==> config.mk <==
export PLATFORM = sky130hd
export DESIGN_NAME = bhpq_ctrl
export DESIGN_NICKNAME = d
export VERILOG_FILES = /design/src/rtl/core/bhpq_pkg.sv /design/src/rtl/core/bhpq_ctrl.sv
export SDC_FILE = /design/constraint.sdc
export NUM_CORES = 1
export LEC_CHECK = 0
export BUFFER_PORTS_ARGS = -buffer_cell sky130_fd_sc_hd__clkbuf_2
export CORE_AREA = 10 10 47 49
export CTS_CLUSTER_DIAMETER = 150
export CTS_CLUSTER_SIZE = 14
export DETAILED_ROUTE_END_ITERATION = 10
export DIE_AREA = 0 0 57 59
export HOLD_SLACK_MARGIN = 0.06
export PLACE_DENSITY = 0.83
export SYNTH_ARGS = -nofsm -noshare
export SYNTH_HDL_FRONTEND = slang
export SYNTH_SLANG_ARGS = --single-unit
==> constraint.sdc <==
create_clock -name clock -period 1.92 [get_ports clock]
set_clock_uncertainty 0.05 [all_clocks]
set_input_delay 0.096 -clock clock [delete_from_list [all_inputs] [get_ports clock]]
set_output_delay 0.096 -clock clock [all_outputs]
set_load 0.1 [all_outputs]
==> src/rtl/core/bhpq_pkg.sv <==
// Shared types, constants and helpers for the binary heap priority queue.
`timescale 1ns / 1ps

package bhpq_pkg;

   // Default heap depth
   localparam int BHPQ_CAPACITY = 256;

   // Fixed field widths
   localparam int PRICE_W = 32;
   localparam int COUNT_OUT_W = 9;
   localparam int REQ_W = 2;

   // Request codes
   typedef enum logic [REQ_W-1:0] {
      REQ_PUSH = 2'd0,
      REQ_POP  = 2'd1,
      REQ_PEEK = 2'd2
   } req_code_type;

   // Controller states
   typedef enum logic [3:0] {
      S_IDLE,
      S_DISPATCH,
      S_UP_CHK,
      S_UP_CMP,
      S_POP_RD,
      S_POP_LD,
      S_DN_CHK,
      S_DN_RL,
      S_DN_CMP,
      S_ROOT_RD,
      S_DONE
   } state_type;

   // Memory read address select
   typedef enum logic [2:0] {
      RD_NONE,
      RD_PARENT,
      RD_TAIL,
      RD_LEFT,
      RD_RIGHT,
      RD_ROOT
   } rd_sel_type;

   // Memory write select
   typedef enum logic [1:0] {
      WR_NONE,
      WR_VAL,
      WR_PARENT,
      WR_CHILD
   } wr_sel_type;

   // Commands from controller to datapath
   typedef struct packed {
      logic       load_req;
      logic       drop_set;
      logic       cnt_inc;
      logic       cnt_dec;
      logic       idx_tail;
      logic       idx_clear;
      logic       val_price;
      logic       val_rd;
      logic       lval_load;
      rd_sel_type rd_sel;
      wr_sel_type wr_sel;
   } cmd_type;

   // Status from datapath to controller
   typedef struct packed {
      req_code_type req;
      logic         full;
      logic         empty;
      logic         at_root;
      logic         has_left;
      logic         has_right;
      logic         up_move;
      logic         dn_move;
   } sts_type;

   // True when x belongs closer to the root than y under the given order
   function automatic logic ranks_before(input logic order,
                                         input logic [PRICE_W-1:0] x,
                                         input logic [PRICE_W-1:0] y);
      ranks_before = order ? (x > y) : (x < y);
   endfunction

endpackage

==> src/rtl/core/bhpq_ctrl.sv <==
// Controller state machine sequencing push, pop and peek over the heap datapath.
`timescale 1ns / 1ps

module bhpq_ctrl import bhpq_pkg::*; (
   input  logic    clock,
   input  logic    reset,
   input  logic    start,
   output logic    busy,
   output logic    rsp_valid,
   input  sts_type sts,
   output cmd_type cmd
);

   state_type state_ff, state_in;

   // State register
   always_ff @(posedge clock) begin
      if (reset) begin
         state_ff <= S_IDLE;
      end else begin
         state_ff <= state_in;
      end
   end

   // Next state and commands
   always_comb begin
      state_in      = state_ff;
      cmd           = '0;
      cmd.rd_sel    = RD_NONE;
      cmd.wr_sel    = WR_NONE;
      busy          = 1'b1;
      rsp_valid     = 1'b0;

      case (state_ff)
         // Capture the request beat, price included
         S_IDLE: begin
            busy = 1'b0;
            if (start) begin
               cmd.load_req  = 1'b1;
               cmd.val_price = 1'b1;
               state_in      = S_DISPATCH;
            end
         end

         // Decode the latched request
         S_DISPATCH: begin
            case (sts.req)
               REQ_PUSH: begin
                  if (sts.full) begin
                     cmd.drop_set = 1'b1;
                     state_in     = S_ROOT_RD;
                  end else begin
                     cmd.idx_tail  = 1'b1;
                     cmd.cnt_inc   = 1'b1;
                     state_in      = S_UP_CHK;
                  end
               end
               REQ_POP: begin
                  if (sts.empty) begin
                     cmd.drop_set = 1'b1;
                     state_in     = S_ROOT_RD;
                  end else begin
                     cmd.cnt_dec = 1'b1;
                     state_in    = S_POP_RD;
                  end
               end
               default: state_in = S_ROOT_RD;
            endcase
         end

         // Sift up: fetch parent or settle at the root
         S_UP_CHK: begin
            if (sts.at_root) begin
               cmd.wr_sel = WR_VAL;
               state_in   = S_ROOT_RD;
            end else begin
               cmd.rd_sel = RD_PARENT;
               state_in   = S_UP_CMP;
            end
         end

         // Sift up: move parent down or drop the value in place
         S_UP_CMP: begin
            if (sts.up_move) begin
               cmd.wr_sel = WR_PARENT;
               state_in   = S_UP_CHK;
            end else begin
               cmd.wr_sel = WR_VAL;
               state_in   = S_ROOT_RD;
            end
         end

         // Pop: fetch the tail entry unless the heap just went empty
         S_POP_RD: begin
            cmd.idx_clear = 1'b1;
            if (sts.empty) begin
               state_in = S_ROOT_RD;
            end else begin
               cmd.rd_sel = RD_TAIL;
               state_in   = S_POP_LD;
            end
         end

         S_POP_LD: begin
            cmd.val_rd = 1'b1;
            state_in   = S_DN_CHK;
         end

         // Sift down: fetch left child or settle at a leaf
         S_DN_CHK: begin
            if (sts.has_left) begin
               cmd.rd_sel = RD_LEFT;
               state_in   = S_DN_RL;
            end else begin
               cmd.wr_sel = WR_VAL;
               state_in   = S_ROOT_RD;
            end
         end

         // Sift down: hold left child, fetch right child
         S_DN_RL: begin
            cmd.lval_load = 1'b1;
            if (sts.has_right) begin
               cmd.rd_sel = RD_RIGHT;
            end
            state_in = S_DN_CMP;
         end

         // Sift down: move the better child up or drop the value in place
         S_DN_CMP: begin
            if (sts.dn_move) begin
               cmd.wr_sel = WR_CHILD;
               state_in   = S_DN_CHK;
            end else begin
               cmd.wr_sel = WR_VAL;
               state_in   = S_ROOT_RD;
            end
         end

         S_ROOT_RD: begin
            cmd.rd_sel = RD_ROOT;
            state_in   = S_DONE;
         end

         // Present the result beat
         S_DONE: begin
            rsp_valid = 1'b1;
            state_in  = S_IDLE;
         end

         default: state_in = S_IDLE;
      endcase
   end

`ifndef ASSERT_OFF
   // An accepted request makes the block busy
   a_accept_busy: assert property (@(posedge clock) disable iff (reset)
      (start && !busy) |=> busy)
      else $error("request accepted but block not busy");

   // The result beat ends the request
   a_rsp_frees: assert property (@(posedge clock) disable iff (reset)
      rsp_valid |=> (!busy && !rsp_valid))
      else $error("block still busy after result beat");

   // Busy falls only right after a result beat
   a_busy_fall: assert property (@(posedge clock) disable iff (reset)
      $fell(busy) |-> $past(rsp_valid))
      else $error("request finished without a result beat");
`endif

endmodule

Word level (Yosys, flattened, before mapping)
Index checks and enable logic that the tools add are counted.

word-level totals
  register bits = 4
  bits of input ports = 12

operators by class
  equality and inequality tests = 12
  mux-type cells = 35
  reductions and logical operators = 2

operators with widths
  cell                                                                    number
  4-bit case mux with 10 select lines                                     1
  4-bit 2-to-1 mux                                                        9
  4-bit by 3-bit equality test with 1-bit output (second input constant)  4
  1-bit 2-to-1 mux                                                        16
  3-bit case mux with 5 select lines                                      1
  4-bit equality test (second input constant)                             3
  4-bit by 2-bit equality test with 1-bit output (second input constant)  2
  2-bit 2-to-1 mux                                                        4
  2-bit case mux with 4 select lines                                      1
  4-bit case mux with 2 select lines                                      1
  4-bit by 1-bit equality test with 1-bit output (second input constant)  1
  4-bit zero test                                                         1
  3-bit 2-to-1 mux                                                        1
  2-bit by 1-bit equality test with 1-bit output (second input constant)  1
  2-bit zero test                                                         1
  2-bit inequality test (second input constant)                           1
  1-bit case mux with 2 select lines                                      1

Logic depth before layout (Yosys ltp)
  depth in word-level cells = 3
  depth in mapped cells = 5
  gate-level depth less buffers = 4

Least setup slack after synthesis
No wires, ideal clock.

  path kind = register -> output
  start point = reg state_ff[2]
  end point = out cmd[11] (netlist bit)
  data arrival time = 3293 ps
  slack = -1519 ps
  cell stages (with the launch flop) = 6
  path buffers = 2
  path through = dfxtp_1 buf_2 nor2_4 nand3b_4 nor3_1 buf_4

RTL lines
  item                    RTL line         text
  from (decl)             bhpq_ctrl.sv:14  state_type state_ff, state_in;
  from (signal assigned)  bhpq_ctrl.sv:21  state_ff <= state_in;
  to (decl)               bhpq_ctrl.sv:11  output cmd_type cmd

==> metrics <==
status=finished, final reports clean; Yosys top cell by area=dfxtp_1; overall routed net length=1890 um; Vias/cell=5.70; routed len/inst=16.6 um; CTS tree=built; CTS root buf=clkbuf_4; Num CTS Buffers=3; Critical Path AT=1.71 ns; Skew-Pair Late Insertion Delay=0.25 ns; fin crit period=1.86 ns; Worst Hold Depth=3; setup ws final=0.0639 ns; DRC=0; total gr overflow=0; GPL Wtd Cong=0.863; power after layout=0.000693 W; n_diodes=0; initial antenna violation count=0; final setup vio count=0; antenna viol nets, final=0; startpoint types=flip-flop; Total Neg Setup Slack=0 ns; Biggest register=state_ff; VDD IR max=0.000646 V; Max Clock Freq=539 MHz; Chip Width=57 um; clk buf depth=2; synth cell count leaders=6 x a21oi_1, 6 x nand2_1, 5 x inv_1; final hold vios=0; share of cells above drive strength 1=0.510; die span in y=59 um; relative slew slack=0.637; pwr dens=844 nW/um^2; IO Port Bufs=27; Top FF cell, synth=dfxtp_1; leakage power=0.373 nW; nets=112; max reg flops=4; biggest registers after layout=state_ff (4); Crit Path Class=reg -> out; global-route wire length before repair=3070 um; Netlist cell types=33; Synth-to-Final Area Change=58.8%; Top Ports=28; vias in the first global route=632; register area=86.3 sq um; unrepaired setup endpoints after global routing=no; Max-Cap Viols=0; Yosys warning total=0; worst min path class=in -> reg; FFs w/ async S/R, synth=0; largest cells by area after synthesis=dfxtp_1 15%, o32a_1 7.7%, a21oi_1 5.8%, a31oi_1 4.8%, nand2b_1 4.8%; clock-pin slew on the worst setup and hold paths=0.05 ns; Syn Inst Count=72; Multi-input gate area=423 sq um; vias=650; Seq/Total Area, Yosys=0.155; Post-Synthesis Mean Instance Area=7.18 sq um; GRT Overall Usage=0.114; r2r worst-path depth=5; die area=3360 sq um; DP Worst Slack=0.295 ns; synthesized flop and latch total=4; Core Rows=14; drt first-iter violations=22; post-synthesis cell area=517 sq um; top cell type's share of synthesized area=0.155; Worst setup EP type=output pin; CP Data Required Time=1.77 ns; largest net degree at the start of global routing=16; initial core utilization=0.369; Synth Net Count=84; EDFF count, synth=0; Max Slew Vio Count=0; CP Max Fanout=13; # H-tree levels=1; CTS sink cnt=4; final period utilization=0.967; First-pass DRT Iterations=4; FILL cells=125; hpwl dp=1490 um; Slew @ Worst Pin=0.547 ns; Core ar.=1400 sq um
==> power by group <==
| part | leakage [nW] | switching [W] | total, W | internal [W] |
|---|---|---|---|---|
| Clock | 0.0138 | 0.0000442 | 0.000115 | 0.0000706 |
| Combinational | 0.325 | 0.000326 | 0.000459 | 0.000133 |
| Sequential | 0.0342 | 0.0000236 | 0.000119 | 0.0000953 |
| Total | 0.373 | 0.000394 | 0.000693 | 0.000299 |
==> worst max-delay path: stages, from the launching register on <==
cell and delay (ns):
dfxtp_4 0.38, and2b_2 0.29, nand3b_4 0.12, or3b_4 0.42
inv_2 0.08, buf_12 0.17
==> cells in the final DEF, fill, tap and decap left out, types with 4 or more instances in the layout <==
cell and n:
clkbuf_2 15, buf_4 10, nand2_1 6, a21oi_1 5, buf_12 5, inv_1 4
a31oi_1 4, nand2b_1 4, o32a_1 4
==> final cells by class <==
class                   count  area share
clock buffers               3      0.0274
inverters                   5      0.0229
multi-input cells          56       0.515
flip-flops and latches      4       0.105
well taps                  16      0.0244
repair buffers             30       0.305
==> metal layers <==
| layer | share of wire | wire length (um) | GRT usage | vias up |
|---|---|---|---|---|
| met5 | 0 | 0 | 0 | - |
| met4 | 0.022 | 42 | 0.0705 | 0 |
| met3 | 0.12 | 220 | 0.0558 | 4 |
| met2 | 0.46 | 868 | 0.180 | 40 |
| met1 | 0.40 | 755 | 0.119 | 293 |
| li1 | - | - | - | 313 |
==> per-stage QoR <==
step / cell area, sq um / utilization / hold slack [ns] / instances
after global placement: 786 / 0.561 / 0.327 / 110
after floorplan: 581 / - / 0.197 / 72
final: 821 / 0.586 / 0.135 / 114
after CTS: 808 / 0.577 / 0.120 / 113
after global routing: 821 / 0.586 / 0.159 / 114
after detailed placement: 786 / 0.561 / 0.387 / 110
==> cells by family (layout without fill, tap and decap cells) <==
kind of cell / after synthesis / count (layout) / synth area share
simple gates: 35 / 35 / 0.453
compound gates: 20 / 20 / 0.259
mux: 1 / 1 / 0.0218
flops: 4 / 4 / 0.155
buf+inv: 12 / 38 / 0.111
==> final timing paths <==
kind / from / end / slack, ns
setup reg to reg: state_ff[0]$_SDFFE_PP0P_ / state_ff[1]$_SDFFE_PP0P_ / 0.39
hold / removal: sts[5] / state_ff[3]$_SDFFE_PP0P_ / 0.13
hold reg to reg: state_ff[3]$_SDFFE_PP0P_ / state_ff[0]$_SDFFE_PP0P_ / 0.65
setup / recovery: state_ff[3]$_SDFFE_PP0P_ / cmd[10] / 0.06
==> timing repair <==
action / in CTS / in global routing
endpoints found under the setup margin: 0 / 1
hold buffers: 0 / 0
gates resized for setup: 0 / 3
endpoints found under the hold margin: 0 / 0
buffers inserted: 0 / 1
Power figures use the tool's default switching activity.
